<file path="src/rtl/pm4rw_pkg.sv">
// ----------------------------------------------------------------------------
// pm4rw_pkg
// Shared types and constants for the command stream register write tracker.
// ----------------------------------------------------------------------------
package pm4rw_pkg;

    localparam int unsigned WordW  = 32;
    localparam int unsigned IndexW = 15;
    localparam int unsigned CountW = 14;
    localparam int unsigned Reg0W  = 13;
    localparam int unsigned Reg1W  = 11;

    typedef enum logic [1:0] {
        PKT_TYPE0 = 2'd0,
        PKT_TYPE1 = 2'd1,
        PKT_TYPE2 = 2'd2,
        PKT_TYPE3 = 2'd3
    } t_pkt_type;

    typedef enum logic [3:0] {
        PH_HEADER = 4'b0001,
        PH_TYPE0  = 4'b0010,
        PH_TYPE1  = 4'b0100,
        PH_SKIP   = 4'b1000
    } t_phase;

    localparam logic [IndexW-1:0] Type1Words = IndexW'(2);

    typedef struct packed {
        logic              valid;
        logic [IndexW-1:0] index;
        logic [WordW-1:0]  value;
    } t_result;

endpackage

</file>
<file path="src/rtl/pm4rw_if.sv">
// ----------------------------------------------------------------------------
// pm4rw_if
// Valid/ready channels for command words and register write reports.
// ----------------------------------------------------------------------------
interface pm4rw_cmd_if;
    import pm4rw_pkg::*;

    logic             valid;
    logic             ready;
    logic [WordW-1:0] command_word;
    logic             last_in_buffer;

    modport source (output valid, output command_word, output last_in_buffer, input ready);
    modport sink   (input valid, input command_word, input last_in_buffer, output ready);
endinterface

interface pm4rw_wr_if;
    import pm4rw_pkg::*;

    logic              valid;
    logic              ready;
    logic [IndexW-1:0] reg_index;
    logic [WordW-1:0]  reg_value;

    modport source (output valid, output reg_index, output reg_value, input ready);
    modport sink   (input valid, input reg_index, input reg_value, output ready);
endinterface

</file>
<file path="src/rtl/pm4_register_write_tracker_core.sv">
// ----------------------------------------------------------------------------
// pm4_register_write_tracker_core
// Parses a command word stream and reports each register write it implies.
// ----------------------------------------------------------------------------
//  Channel  Dir  Payload                          Per request
//  i_cmd    in   command_word, last_in_buffer     one command word
//  o_wr     out  reg_index, reg_value             zero or one write report
//
// One command word is taken every cycle while the report channel does not stall;
// a write report is offered once its word has moved from the input register into
// the result register.
// Reset clears the parse state and both stage valids.
// A stalled report holds the result register; one more word may wait in the
// input register, after which the command channel stalls.
// ----------------------------------------------------------------------------
module pm4_register_write_tracker_core (
    input  logic       i_clk,
    input  logic       i_rst_n,
    pm4rw_cmd_if.sink  i_cmd,
    pm4rw_wr_if.source o_wr
);
    import pm4rw_pkg::*;

    logic              r_in_valid;
    logic [WordW-1:0]  r_in_word;
    logic              r_in_last;
    logic              r_out_valid;
    logic [IndexW-1:0] r_out_index;
    logic [WordW-1:0]  r_out_value;
    logic              advance;
    t_result           result;

    assign advance     = r_in_valid && (!r_out_valid || o_wr.ready);
    assign i_cmd.ready = !r_in_valid || advance;

    pm4rw_parser u_parser (
        .i_clk    (i_clk),
        .i_rst_n  (i_rst_n),
        .i_step   (advance),
        .i_word   (r_in_word),
        .i_last   (r_in_last),
        .o_result (result)
    );

    always_ff @(posedge i_clk) begin
        if (!i_rst_n) begin
            r_in_valid  <= 1'b0;
            r_out_valid <= 1'b0;
        end else begin
            if (i_cmd.ready) begin
                r_in_valid <= i_cmd.valid;
            end
            if (advance) begin
                r_out_valid <= result.valid;
            end else if (o_wr.ready) begin
                r_out_valid <= 1'b0;
            end
        end
    end

    always_ff @(posedge i_clk) begin
        if (i_cmd.valid && i_cmd.ready) begin
            r_in_word <= i_cmd.command_word;
            r_in_last <= i_cmd.last_in_buffer;
        end
        if (advance) begin
            r_out_index <= result.index;
            r_out_value <= result.value;
        end
    end

    assign o_wr.valid     = r_out_valid;
    assign o_wr.reg_index = r_out_index;
    assign o_wr.reg_value = r_out_value;

endmodule

</file>
<file path="src/rtl/pm4rw_parser.sv">
// ----------------------------------------------------------------------------
// pm4rw_parser
// Packet parse state and the decode of one registered command word.
// ----------------------------------------------------------------------------
module pm4rw_parser (
    input  logic                       i_clk,
    input  logic                       i_rst_n,
    input  logic                       i_step,
    input  logic [pm4rw_pkg::WordW-1:0] i_word,
    input  logic                       i_last,
    output pm4rw_pkg::t_result         o_result
);
    import pm4rw_pkg::*;

    t_phase              r_phase,  n_phase;
    logic [IndexW-1:0]   r_remain, n_remain;
    logic [IndexW-1:0]   r_cur,    n_cur;
    logic                r_hold,   n_hold;
    logic [Reg1W-1:0]    r_second, n_second;
    logic [IndexW-1:0]   remain_dec;
    logic [IndexW-1:0]   count_p1;

    assign remain_dec = r_remain - IndexW'(1);
    assign count_p1   = IndexW'(i_word[29:16]) + IndexW'(1);

    always_comb begin
        n_phase  = r_phase;
        n_remain = r_remain;
        n_cur    = r_cur;
        n_hold   = r_hold;
        n_second = r_second;
        o_result = '{valid: 1'b0, index: r_cur, value: i_word};
        case (r_phase)
            PH_HEADER: begin
                case (t_pkt_type'(i_word[31:30]))
                    PKT_TYPE0: begin
                        n_phase  = PH_TYPE0;
                        n_remain = count_p1;
                        n_cur    = IndexW'(i_word[Reg0W-1:0]);
                        n_hold   = i_word[15];
                    end
                    PKT_TYPE1: begin
                        n_phase  = PH_TYPE1;
                        n_remain = Type1Words;
                        n_cur    = IndexW'(i_word[Reg1W-1:0]);
                        n_second = i_word[2*Reg1W-1:Reg1W];
                    end
                    PKT_TYPE3: begin
                        n_phase  = PH_SKIP;
                        n_remain = count_p1;
                    end
                    default: begin
                    end
                endcase
            end
            PH_TYPE0: begin
                o_result.valid = 1'b1;
                if (!r_hold) begin
                    n_cur = r_cur + IndexW'(1);
                end
                n_remain = remain_dec;
            end
            PH_TYPE1: begin
                o_result.valid = 1'b1;
                if (r_remain != Type1Words) begin
                    o_result.index = IndexW'(r_second);
                end
                n_remain = remain_dec;
            end
            default: begin
                n_remain = remain_dec;
            end
        endcase
        if (i_last || (r_phase != PH_HEADER && remain_dec == '0)) begin
            n_phase  = PH_HEADER;
            n_remain = '0;
            n_cur    = '0;
            n_hold   = 1'b0;
            n_second = '0;
        end
    end

    always_ff @(posedge i_clk) begin
        if (!i_rst_n) begin
            r_phase  <= PH_HEADER;
            r_remain <= '0;
            r_cur    <= '0;
            r_hold   <= 1'b0;
            r_second <= '0;
        end else if (i_step) begin
            r_phase  <= n_phase;
            r_remain <= n_remain;
            r_cur    <= n_cur;
            r_hold   <= n_hold;
            r_second <= n_second;
        end
    end

endmodule

</file>
<file path="src/flat_wrapper.sv">
// flat-port wrapper written by rule: the top's interface ports become plain ports
module pm4_register_write_tracker_core_flat import pm4rw_pkg::*;
  (i_clk, i_rst_n, i_cmd_valid, i_cmd_command_word, i_cmd_last_in_buffer, i_cmd_ready, o_wr_valid, o_wr_reg_index, o_wr_reg_value, o_wr_ready);
  pm4rw_cmd_if i_cmd_i ();
  pm4rw_wr_if o_wr_i ();
  input  logic i_clk;
  input  logic i_rst_n;
  input wire logic [$bits(i_cmd_i.valid)-1:0] i_cmd_valid;
  input wire logic [$bits(i_cmd_i.command_word)-1:0] i_cmd_command_word;
  input wire logic [$bits(i_cmd_i.last_in_buffer)-1:0] i_cmd_last_in_buffer;
  output wire logic [$bits(i_cmd_i.ready)-1:0] i_cmd_ready;
  output wire logic [$bits(o_wr_i.valid)-1:0] o_wr_valid;
  output wire logic [$bits(o_wr_i.reg_index)-1:0] o_wr_reg_index;
  output wire logic [$bits(o_wr_i.reg_value)-1:0] o_wr_reg_value;
  input wire logic [$bits(o_wr_i.ready)-1:0] o_wr_ready;
  assign i_cmd_i.valid = i_cmd_valid;
  assign i_cmd_i.command_word = i_cmd_command_word;
  assign i_cmd_i.last_in_buffer = i_cmd_last_in_buffer;
  assign i_cmd_ready = i_cmd_i.ready;
  assign o_wr_valid = o_wr_i.valid;
  assign o_wr_reg_index = o_wr_i.reg_index;
  assign o_wr_reg_value = o_wr_i.reg_value;
  assign o_wr_i.ready = o_wr_ready;
  pm4_register_write_tracker_core u_core (.i_clk(i_clk), .i_rst_n(i_rst_n), .i_cmd(i_cmd_i), .o_wr(o_wr_i));
endmodule
</file>
<file path="config.mk">
export PLATFORM = sky130hd
export DESIGN_NAME = pm4_register_write_tracker_core_flat
export DESIGN_NICKNAME = d
export VERILOG_FILES = /design/src/rtl/pm4rw_pkg.sv /design/src/rtl/pm4rw_if.sv /design/src/rtl/pm4_register_write_tracker_core.sv /design/src/rtl/pm4rw_parser.sv /design/src/flat_wrapper.sv
export SDC_FILE = /design/constraint.sdc
export NUM_CORES = 1
export LEC_CHECK = 0
export ABC_AREA = 1
export BUFFER_PORTS_ARGS = -buffer_cell sky130_fd_sc_hd__buf_2
export CAP_MARGIN = 30
export CORE_MARGIN = 2
export CORE_UTILIZATION = 55
export CTS_CLUSTER_DIAMETER = 50
export CTS_CLUSTER_SIZE = 14
export DETAILED_ROUTE_END_ITERATION = 16
export MAX_ROUTING_LAYER = met4
export PLACE_DENSITY = 0.75
export SYNTH_ARGS = -nofsm -noshare
export SYNTH_HDL_FRONTEND = slang
export SYNTH_SLANG_ARGS = --single-unit
</file>
<file path="constraint.sdc">
create_clock -name i_clk -period 9.25 [get_ports i_clk]
set_input_delay 0.925 -clock i_clk [delete_from_list [all_inputs] [get_ports i_clk]]
set_output_delay 0.925 -clock i_clk [all_outputs]
set_load 0.005 [all_outputs]
</file>
Word level (Yosys, flattened, before mapping). Index checks and enable logic that the tools add are counted.

Mux-type cells: 21. $lt $le $gt $ge: 0. Add/subtract/negate cells: 3. Bitwise logic cells: 0. Shifts and indexed selects: 0. $mul: 0. Div/mod/pow operators: 0. Equal/unequal tests: 10. Reductions and logical operators: 23.

Operators by type and width (count): $mux W15 (6); $pmux W15 S2 (3); $mux W11 (3); $add A14 B1 Y15 const B (1); $add A15 B1 Y15 const B (1); $logic_not A15 Y1 (1); $ne A15 B2 Y1 const B (1); $sub A15 B1 Y15 const B (1); $pmux W4 S3 (1); $reduce_and A3 Y1 (3); $mux W4 (2); $reduce_bool A2 Y1 (4); $mux W1 (6); $eq A4 B1 Y1 const B (1); $eq A4 B2 Y1 const B (1); $eq A4 B3 Y1 const B (1); $ne A4 B1 Y1 const B (1); $ne A4 B2 Y1 const B (1); $ne A4 B3 Y1 const B (1); $reduce_and A4 Y1 (1); $reduce_bool A4 Y1 (1); $reduce_or A2 Y1 (2); $logic_and A1 B1 Y1 (3); $logic_or A1 B1 Y1 (3); 7 further kinds (8).

Input bits: 37. Latch bits: 0. Bits in writable memories: 0. Bits in registers: 128. Memories kept: 0. Bits in read-only memories: 0. Logic and storage cells: 68. Output and inout bits: 49.

Longest topological paths before layout. Gate-level depths: netlist of the first run.

Word-level depth: 6. Mapped depth: 18. Mapped depth without buffers: 17.

Hierarchy. A second synthesis of the first run with hierarchy kept.

Cell total of the unflattened synthesis: 715. Area total of the unflattened synthesis: 6243.5 um2.

By module, submodules not included: pm4rw_parser (area an instance 3743.6 um2, instances 1, cells an instance 622); pm4_register_write_tracker_core (area an instance 2499.9 um2, instances 1, cells an instance 93).

Worst setup path before layout of the first run. No wires, ideal clock.

Kind: input to register. From: input o_wr_ready. To: register u_core.u_parser.r_remain[10]. Data arrival time: 3.426 ns. Path slack: 5.695 ns. Required time: 9.122 ns. Cell stages on the path: 7. Library setup time: 0.128 ns. Cell sequence: inv_1 -> a21boi_2 -> nand2_1 -> inv_1 -> clkbuf_1 -> clkbuf_1 -> a21oi_1.

Longest elaborated chain between the ends: 3.

Ends and longest elaborated chain: start, declared (RTL line flat_wrapper.sv:15) `input wire logic [$bits(o_wr_i.ready)-1:0] o_wr_ready;`; $logic_or A1 B1 Y1 (RTL line pm4_register_write_tracker_core.sv:33) `assign advance = r_in_valid && (!r_out_valid || o_wr.ready);`; $logic_and A1 B1 Y1 (RTL line pm4_register_write_tracker_core.sv:33); named net u_core.advance (RTL line pm4_register_write_tracker_core.sv:30) `logic advance;`; $reduce_and A2 Y1 (no line); end signal, assigned (RTL line pm4rw_parser.sv:92) `r_remain <= n_remain;`; end, declared (RTL line pm4rw_parser.sv:16) `logic [IndexW-1:0] r_remain, n_remain;`.

The timed path passes the listed nets, and every way through them passes these cells. A chain may end at the register's enable or synchronous reset.

Worst setup path in the final report of the first run.
From: register u_core.u_parser.r_remain[0]. To: register u_core.u_parser.r_second[4].

Longest elaborated chain between the ends: 6.

Ends and longest elaborated chain: $sub A15 B1 Y15 * (RTL line pm4rw_parser.sv:23) `assign remain_dec = r_remain - IndexW'(1);`; $logic_not A15 Y1 * (RTL line pm4rw_parser.sv:74) `if (i_last || (r_phase != PH_HEADER && remain_dec == '0)) begin`; $logic_and A1 B1 Y1 * (RTL line pm4rw_parser.sv:74); $logic_or A1 B1 Y1 * (RTL line pm4rw_parser.sv:74); $reduce_bool A2 Y1 (no line); $reduce_and A3 Y1 (no line); end signal, assigned (RTL line pm4rw_parser.sv:95) `r_second <= n_second;`; end, declared (RTL line pm4rw_parser.sv:19) `logic [Reg1W-1:0] r_second, n_second;`.

Mark *: on every way between the ends. The rest lies on a longest branch, timed or not.

==> results of run 1 <==
==> power by group through the flow <==
stage | clock network [mW] | registers (mW) | logic (mW)
finish | 0.596 | 0.664 | 0.182
global placement | 0 | 0.674 | 0.175
floorplan | 0 | 0.670 | 0.134
detailed placement | 0 | 0.675 | 0.179
CTS | 0.606 | 0.664 | 0.181
global route | 0.630 | 0.667 | 0.207
==> metal layers <==
layer,up-vias,track usage,share of wire
met5,-,-,0
met4,0,0.119,0.024
met3,25,0.0561,0.073
met2,203,0.358,0.44
met1,2205,0.339,0.47
li1,2397,-,-
==> synthesized netlist by cell type <==
master	count	area, sq um
buf_6	5	56.3
nor2_1	79	297
nand2_4	1	11.3
nand2_1	173	649
o22ai_1	6	37.5
a21boi_2	1	11.3
buf_4	1	7.51
nand2_2	7	43.8
mux2i_1	1	10.0
buf_2	3	15.0
nor3b_1	1	7.51
nor2_2	6	37.5
nor3_1	12	60.1
o21ai_1	1	5.00
xnor2_1	3	26.3
nand4_1	9	56.3
xor2_1	12	105
inv_1	62	233
edfxtp_1	80	2400
and2_1	2	12.5
nor2_4	2	22.5
a21oi_1	37	185
ha_1	9	113
nand3_2	2	20.0
dfxtp_1	48	961
clkbuf_1	12	45.0
inv_2	2	7.51
a31oi_1	2	12.5
o21ai_0	37	185
nand3b_1	1	7.51
o21bai_1	6	45.0
nand3_1	41	205
o211ai_1	5	37.5
a21oi_2	2	17.5
==> cell families after synthesis <==
logic type / share of synthesized area
compound gates: 0.0902
buf+inv: 0.0612
fa+ha+maj: 0.0189
flops: 0.565
mux: 0.00168
simple gates: 0.240
xor+xnor: 0.0221
==> final cells by class <==
type,count,area [sq um],area share
timing repair buffer,87,440,0.0631
sequential,128,3360,0.482
clock inverter,5,26.3,0.00376
multi-input combinational,458,2230,0.319
clock buffer,27,513,0.0735
tap,136,170,0.0244
inverter,64,240,0.0344
==> sequential cells by signal, summed over array words and instances, names as in the netlist <==
name / count
u_core.u_parser.r_remain: 15
u_core.o_wr.reg_value: 32
u_core.o_wr.reg_index: 15
u_core.r_in_valid: 1
u_core.u_parser.r_cur: 15
u_core.u_parser.r_phase: 4
u_core.r_in_word: 32
u_core.u_parser.r_second: 11
u_core.r_in_last: 1
u_core.u_parser.r_hold: 1
u_core.o_wr.valid: 1
==> cell usage in the layout, fill, tap and decap left out, drive strengths merged, types with 27 or more instances in the layout <==
cell type  Yosys  final
nand2        181    181
a21oi         39     39
edfxtp        80     80
o21ai         38     38
nand3         43     43
buf            9     87
inv           64     64
nor2          87     87
dfxtp         48     48
clkbuf        12     27
==> worst max path at each step <==
stage	start	to	depth (start not counted)
final	u_core.u_parser.r_remain[0]	u_core.u_parser.r_second[4]	16
after global routing	u_core.u_parser.r_remain[0]	u_core.u_parser.r_second[2]	16
after CTS	u_core.u_parser.r_remain[0]	u_core.u_parser.r_second[2]	16
after detailed placement	o_wr_ready	u_core.u_parser.r_remain[13]	8
after global placement	o_wr_ready	u_core.u_parser.r_remain[14]	8
after floorplan	o_wr_ready	u_core.u_parser.r_remain[10]	7
==> stage by stage <==
| step | total power [mW] | util | cell area (sq um) | setup WS (ns) | hold WS, ns |
|---|---|---|---|---|---|
| floorplan | 0.804 | - | 5950 | 5.70 | 0.426 |
| global placement | 0.849 | 0.618 | 6440 | 6.40 | 0.440 |
| detailed placement | 0.854 | 0.618 | 6440 | 6.25 | 0.443 |
| CTS | 1.45 | 0.670 | 6980 | 6.36 | 0.456 |
| global route | 1.50 | 0.670 | 6980 | 5.88 | 0.464 |
| finish | 1.44 | 0.670 | 6980 | 6.32 | 0.458 |
==> critical path, delay by kind of cell, from the launching register on <==
family | cells | cell delay [ns]
compound gates | 2 | 0.30
fa+ha+maj | 1 | 0.31
buf+inv | 3 | 0.79
flops | 1 | 0.33
simple gates | 10 | 1.14
==> qor.yml, run 1 <==
status:
  status: "complete, no violations"
critical_path:
  end_kind: "flip-flop"
  crit_type: "reg2reg"
  r2r_end: "u_core.u_parser.r_second[4]"
  crit_slowest_cell: "inv_2"
  r2r-start: "u_core.u_parser.r_remain[0]"
  crit_arrival_ns: 3.39
  start_kind: "flip-flop"
  ff2ff_path_depth: 16
  path_cells: "inv_1 > ha_1 > nand3_1 > inv_1 > nand2_1 > nand2_1 > nand2_1 > nand3_1 > nor2_1 > nand3_2 > nand2_2 > inv_2 > o21ai_0 > nand2_1 > nand2_1 > a21oi_1"
  path_max_fanout: 29
  cpMostUsedCell: "nand2_1"
  r2r_setup_slack_ns: 6.32
  slowest_delay_ns: 0.46
  critical_path_required_ns: 9.71
timing:
  slew_violations: 0
  min_period_ns: 2.93
  tns_ns: 0
  fmax_ghz: 0.341
  fin_crit_sh: 0.317
  worst_slew_pin_slew_ns: 0.742
  max_slew_margin: 0.505
  setup_viol: 0
  hold_violations: 0
  skew_ns: 0.0102
  rsz0062_at_grt: "false"
power:
  p_per_area_nw_per_um2: 207
  p_comb_frac: 0.126
  peakVddDrop_mv: 0.126
  p_clk_frac: 0.413
  p_sw_frac: 0.255
  seqPwrFrac: 0.460
  intPower_mw: 1.07
  p_switching_mw: 0.368
  p_leak_nw: 2.91
detailed_routing:
  dr.first_iter.drc_count: 372
  drt_wl_total_um: 13300
  firstDrtPassIters: 6
  detail_route.wl_per_cell_um: 14.7
  drc: 0
  via_per_inst: 5.34
  ant_nets: 0
  vias: 4830
floorplan:
  rows: 37
  die_y_um: 108
  core_sq_um: 10400
  die_w_um: 108
  ioPinCount: 86
  start_util: 0.571
  dieArea_sq_um: 11700
placement:
  gpl.final_weighted_congestion: 0.877
  dpl.hpwl_um: 9060
  port_buffers: 85
  dp_cells: 873
layout:
  nets: 802
  final_cells: 905
  insertedDiodeCount: 0
  drive_above_1_share: 0.177
  synthToLayoutAreaGrowth_pct: 17.4
  fill_cells: 836
yosys:
  synth_seq_cells: 128
  synth.distinct_cells: 34
  seq_area_frac_synth: 0.565
  synthCells: 671
  yosys_warnings: 0
  synth_fp_nets: 717
  syn_avg_cell_area_sq_um: 8.86
  synthesis.area_sq_um: 5950
flow_run:
  drv_cap: 0
worst_hold_path:
  whs_path_depth: 0
  hold_path_class: "reg2reg"
  hp-start: "u_core.r_in_word[9]"
  min_to: "u_core.o_wr.reg_value[9]"
clock_tree:
  cts_made_buffers: 17
  ctsResizeCount: 0
  cts_buffer_depth: 2
  cts_sinks: 128
  clk_latency_ns: 0.53
  cts_root_buf: "clkbuf_8"
  postCtsHoldBufs: 0
  cts_tree: "built"
  h-tree-depth: 4
  cts.reportedPaths.clkPinSlew_ns: 0.06
  post_cts_buffers: 0
grt:
  antenna_found_initial: 0
  grt_pass1_vias: 4436
  grt_pass1_wl_um: 21400
  grt_max_degree: 54
  grt.total_usage: 0.250
  overflow: 0
Power figures use the tool's default switching activity.
==> inputs of run 2 (changes only) <==
==> constraint.sdc (replaced) <==
create_clock -name i_clk -period 3 [get_ports i_clk]
set_input_delay 0.3 -clock i_clk [delete_from_list [all_inputs] [get_ports i_clk]]
set_output_delay 0.3 -clock i_clk [all_outputs]
set_load 0.005 [all_outputs]
==> qor.yml, run 2 (synthesis gave the netlist of run 1 again) <==
status:
  status: "complete, no violations"
layout:
  final_cells: 945  # +4.4%
  final_cell_mix: "173 x nand2_1, 85 x buf_2, 80 x edfxtp_1, 79 x nor2_1, 62 x inv_1"
  final_common_cell: "nand2_1"
  insertedDiodeCount: 0  # unchanged
  fill_cells: 773  # -7.5%
  drive_above_1_share: 0.184  # +0.00732
  synthToLayoutAreaGrowth_pct: 24.2
  nets: 842  # +5.0%
timing:
  min_period_ns: 2.62  # -0.312 ns
  hold_violations: 0  # unchanged
  layout_setup_ws_ns: 0.379  # -5.94 ns
  worst_slew_pin_slew_ns: 0.798  # +0.0562 ns
  max_slew_margin: 0.467  # -0.0375
  setup_viol: 0  # unchanged
  fin_crit_sh: 0.874  # +0.557
  slew_violations: 0  # unchanged
  rsz0062_at_grt: "false"
  skew_ns: 0.00826  # -0.00195 ns
  tns_ns: 0  # unchanged
  fmax_ghz: 0.382  # +12%
power:
  p_clk_frac: 0.420  # +0.007
  p_comb_frac: 0.136  # +0.010
  intPower_mw: 3.37  # +210%
  seqPwrFrac: 0.444  # -0.016
  p_switching_mw: 1.24  # +240%
  p_sw_frac: 0.269  # +0.0137
  p_leak_nw: 3.09  # +6.4%
  p_per_area_nw_per_um2: 624  # +200%
  peakVddDrop_mv: 0.505  # +300%
clock_tree:
  cts_tree: "built"
  cts_made_buffers: 17  # unchanged
  cts.reportedPaths.clkPinSlew_ns: 0.06  # about the same
  ctsResizeCount: 0  # unchanged
  clk_latency_ns: 0.54  # about the same
  h-tree-depth: 4  # unchanged
  cts_sinks: 128  # unchanged
  cts_root_buf: "clkbuf_8"
  cts_buffer_depth: 2  # unchanged
detailed_routing:
  dr.first_iter.drc_count: 415  # +12%
  drt_wl_total_um: 14400  # +8.1%
  ant_nets: 0  # unchanged
  detail_route.wl_per_cell_um: 15.2  # +3.5%
  via_per_inst: 5.33  # -0.15%
  vias: 5036  # +4.3%
  drc: 0  # unchanged
  firstDrtPassIters: 5  # -1
grt:
  grt_pass1_wl_um: 22900  # +7.2%
  grt_pass1_vias: 4631  # +4.4%
  grt_busiest_layer: "met2"
  use_met3: 0.0717  # +0.0157
  met1_usage: 0.354  # +0.0152
  use_met2: 0.407  # +0.0494
  grt.total_usage: 0.269  # +0.0189
  grt_max_degree: 38  # -30%
  overflow: 0  # unchanged
  antenna_found_initial: 0  # unchanged
critical_path:
  ff2ff_path_depth: 15  # -1
  r2r-start: "u_core.u_parser.r_remain[0]"
  crit_type: "reg2reg"
  crit_arrival_ns: 3.02  # -0.37 ns
  critical_path_required_ns: 3.40  # -6.31 ns
  r2r_end: "u_core.u_parser.r_second[3]"
  r2r_setup_slack_ns: 0.38  # -5.94 ns
  end_kind: "flip-flop"
  path_max_fanout: 14  # -52%
  start_kind: "flip-flop"
placement:
  gpl.final_weighted_congestion: 0.946  # +7.9%
  dpl.hpwl_um: 9720  # +7.3%
  dp_cells: 880  # +0.80%
  port_buffers: 85  # unchanged
  pre_cts_ws_ns: 0.422  # -5.83 ns
worst_hold_path:
  min_to: "u_core.r_in_valid"
  whs_path_depth: 3  # +3
  hold_path_class: "in2reg"
  hp-start: "i_cmd_valid"
floorplan:
  core_sq_um: 10400  # unchanged
  die_w_um: 108  # unchanged
  rows: 37  # unchanged
  die_y_um: 108  # unchanged
  dieArea_sq_um: 11700  # unchanged
  start_util: 0.571  # unchanged
  ioPinCount: 86  # unchanged
flow_run:
  drv_cap: 0  # unchanged
[run 2: cell count changes in the layout (fill, tap and decap cells not counted), sizes merged]
cell,delta
dlygate4sd3,+33
clkinv,+3
bufinv,+1
clkbuf,-8
clkinvlp,+1
buf,+7
inv,+3
[run 2: area by class of cell]
class                      instances  area [sq um]  share of cell area
inverter                          64           240              0.0325
tap                              136           170              0.0230
timing repair buffer             127           823               0.111
clock inverter                    13           109              0.0147
clock buffer                      19           453              0.0613
sequential                       128          3360               0.455
multi-input combinational        458          2230               0.302
[run 2: timing repair]
item | 4_1_cts | 5_1_grt
setup buffers | 0 | 0
hold buffers | 33 | 0
endpoints found under the setup margin | 0 | 0
endpoints found under the hold margin | 33 | 0
[run 2: metrics by stage]
step / area [sq um] / hold WS, ns / utilization / power (mW)
after floorplan: 5950 / 0.399 / - / 2.48
after global placement: 6490 / 0.446 / 0.624 / 2.64
after detailed placement: 6490 / 0.444 / 0.624 / 2.65
after CTS: 7390 / 0.0547 / 0.709 / 4.62
after global routing: 7390 / 0.0640 / 0.709 / 4.79
final: 7390 / 0.0717 / 0.709 / 4.61
[run 2: per-layer routing]
| metal | share of wire | up-vias |
|---|---|---|
| met5 | 0 | - |
| met4 | 0.018 | 0 |
| met3 | 0.079 | 21 |
| met2 | 0.46 | 214 |
| met1 | 0.44 | 2327 |
| li1 | - | 2474 |
[run 2: power groups by stage]
stage | Clock [mW] | Combinational, mW | Sequential [mW]
2_1_floorplan | 0 | 0.412 | 2.07
3_3_place_gp | 0 | 0.560 | 2.08
3_5_place_dp | 0 | 0.574 | 2.08
4_1_cts | 1.96 | 0.615 | 2.05
5_1_grt | 2.04 | 0.698 | 2.06
6_report | 1.94 | 0.624 | 2.05
[run 2: worst max path at each step]
stage	slack (ns)	to	depth (start not counted)	from
after floorplan	0.07	u_core.u_parser.r_remain[10]	7	o_wr_ready
after global placement	0.49	u_core.u_parser.r_second[1]	15	u_core.u_parser.r_remain[0]
after detailed placement	0.42	u_core.u_parser.r_second[6]	15	u_core.u_parser.r_remain[0]
after CTS	0.40	u_core.u_parser.r_second[6]	15	u_core.u_parser.r_remain[0]
after global routing	0.02	u_core.u_parser.r_second[10]	15	u_core.u_parser.r_remain[0]
final	0.38	u_core.u_parser.r_second[3]	15	u_core.u_parser.r_remain[0]
[run 2: worst max-delay path, cell delays in order, from the launching register on]
cell and delay [ns]:
dfxtp_1 0.33, inv_1 0.17, ha_1 0.29, nand2_2 0.11, nor2_1 0.18, nand2_1 0.07
nand2_1 0.05, nand2_1 0.08, a21oi_1 0.19, nand3_2 0.15, nand2_2 0.17, inv_2 0.16
o21ai_0 0.11, nand2_1 0.23, nand2_1 0.13, a21oi_1 0.07
==> inputs of run 3 (changes only) <==
--- a/config.mk
+++ b/config.mk
@@ -10,6 +10,7 @@
 export CAP_MARGIN = 30
 export CORE_MARGIN = 2
 export CORE_UTILIZATION = 55
+export CTS_BUF_LIST = sky130_fd_sc_hd__clkbuf_4
 export CTS_CLUSTER_DIAMETER = 50
 export CTS_CLUSTER_SIZE = 14
 export DETAILED_ROUTE_END_ITERATION = 16
==> qor.yml, run 3 (synthesis gave the netlist of run 1 again) <==
detailed_routing:
  vias: 5024  # -0.24%
  drt_wl_total_um: 14000  # -2.8%
  drc: 0  # unchanged
  ant_nets: 0  # unchanged
  via_per_inst: 5.32  # -0.24%
  detail_route.wl_per_cell_um: 14.8  # -2.8%
  dr.first_iter.drc_count: 390  # -6.0%
  firstDrtPassIters: 5  # unchanged
layout:
  insertedDiodeCount: 0  # unchanged
  final_cell_mix: "172 x nand2_1, 85 x buf_2, 80 x edfxtp_1, 79 x nor2_1, 62 x inv_1"
  nets: 842  # unchanged
  final_common_cell: "nand2_1"
  drive_above_1_share: 0.184  # unchanged
  synthToLayoutAreaGrowth_pct: 19.3
  final_core_util: 0.681  # -0.0277
critical_path:
  critical_path_required_ns: 3.44  # +0.04 ns
  crit_arrival_ns: 3.05  # +0.03 ns
  path_cells: "inv_1 > ha_1 > nand2_2 > nor2_1 > nand2_1 > nand2_1 > nand2_1 > a21oi_1 > nand3_2 > nand2_2 > inv_2 > buf_4 > nand2_1 > nand3_1 > nand2_1 > nor2_1"
  crit_type: "reg2reg"
  cpMostUsedCell: "nand2_1"
  end_kind: "flip-flop"
  slowest_delay_ns: 0.35  # +0.02 ns
  path_max_fanout: 16  # +2
  critPathTopFamily: "simple AND/OR/NAND/NOR gates"
  start_kind: "flip-flop"
  crit_slowest_cell: "dfxtp_1"
  crit_buf_inv: 3  # +1
timing:
  tns_ns: 0  # unchanged
  slew_violations: 0  # unchanged
  fin_hold_ws_ns: 0.0599  # -0.0118 ns
  fmax_ghz: 0.383  # +0.37%
  rsz0062_at_grt: "false"
  hold_violations: 0  # unchanged
  min_period_ns: 2.61  # -0.00959 ns
  max_slew_margin: 0.479  # +0.0114
  skew_ns: 0.0191  # +0.0109 ns
  fin_crit_sh: 0.870  # -0.00320
  setup_viol: 0  # unchanged
  worst_slew_pin_slew_ns: 0.781  # -0.0172 ns
clock_tree:
  clk_latency_ns: 0.54  # about the same
  h-tree-depth: 4  # unchanged
  post_cts_buffers: 0  # unchanged
  cts_buffer_depth: 2  # unchanged
  cts_root_buf: "clkbuf_4"
  cts_tree: "built"
  cts.reportedPaths.clkPinSlew_ns: 0.12  # +0.06 ns
  cts_made_buffers: 17  # unchanged
  cts_sinks: 128  # unchanged
grt:
  antenna_found_initial: 0  # unchanged
  grt_max_degree: 38  # unchanged
  grt_pass1_wl_um: 22300  # -2.5%
  grt_pass1_vias: 4588  # -0.93%
  overflow: 0  # unchanged
  grt.total_usage: 0.261  # -0.00768
status:
  status: "complete, no violations"
floorplan:
  rows: 37  # unchanged
  die_w_um: 108  # unchanged
  dieArea_sq_um: 11700  # unchanged
  ioPinCount: 86  # unchanged
  start_util: 0.571  # unchanged
  core_sq_um: 10400  # unchanged
  die_y_um: 108  # unchanged
flow_run:
  drv_cap: 0  # unchanged
power:
  p_per_area_nw_per_um2: 534  # -14%
  peakVddDrop_mv: 0.410  # -19%
  p_leak_nw: 2.96  # -4.2%
worst_hold_path:
  hold_path_class: "in2reg"
placement:
  gpl.final_weighted_congestion: 0.946  # unchanged
  port_buffers: 85  # unchanged
  dpl.hpwl_um: 9720  # unchanged
## run 3: changes by cell type in the layout (fill, tap and decap cells not counted), sizes merged
cell	delta
clkbuf	-2
bufinv	+1
clkinv	+1
## run 3: layer usage
metal | global-route usage | vias up | wire (um)
li1 | - | 2479 | -
met1 | 0.348 | 2317 | 6390
met4 | 0.0998 | 0 | 293
met3 | 0.0681 | 26 | 948
met5 | - | - | 0
met2 | 0.385 | 202 | 6340
## run 3: per-stage QoR
| step | worst slack [ns] | area (sq um) | instances | total power, mW |
|---|---|---|---|---|
| floorplan | 0.0702 | 5950 | 671 | 2.48 |
| global placement | 0.485 | 6490 | 880 | 2.64 |
| detailed placement | 0.422 | 6490 | 880 | 2.65 |
| CTS | 0.392 | 7100 | 945 | 3.81 |
| global route | 0.0926 | 7100 | 945 | 3.99 |
| finish | 0.389 | 7100 | 945 | 3.79 |
## run 3: final timing paths
check | from | end | slack (ns) | cells past startpoint
setup / recovery | u_core.u_parser.r_remain[0] | u_core.u_parser.r_phase[3] | 0.39 | 16
hold / removal | i_cmd_valid | u_core.r_in_valid | 0.06 | 3
setup reg to reg | u_core.u_parser.r_remain[0] | u_core.u_parser.r_phase[3] | 0.39 | 16
hold reg to reg | u_core.r_in_word[2] | u_core.o_wr.reg_value[2] | 0.47 | 0
## run 3: repair_timing
action                                  in CTS  in global routing
gates resized for setup                      0                  1
endpoints found under the hold margin       33                  0
endpoints found under the setup margin       0                  1
hold buffers                                33                  0
## run 3: power breakdown
part | internal, mW | switching (mW) | total (mW)
sequential | 1.97 | 0.0721 | 2.04
combinational | 0.230 | 0.390 | 0.620
clock | 0.488 | 0.641 | 1.13
## run 3: area by class of cell
class / count / area (sq um)
inverter: 64 / 240
multi-input combinational: 458 / 2230
clock inverter: 15 / 143
fill: 829 / 3320
clock buffer: 17 / 128
sequential: 128 / 3360
tap: 136 / 170
timing repair buffer: 127 / 823
## run 3: tightest hold or removal path, stage by stage
cell and delay, ns:
buf_2 0.10, nand2_1 0.08, a21oi_1 0.07
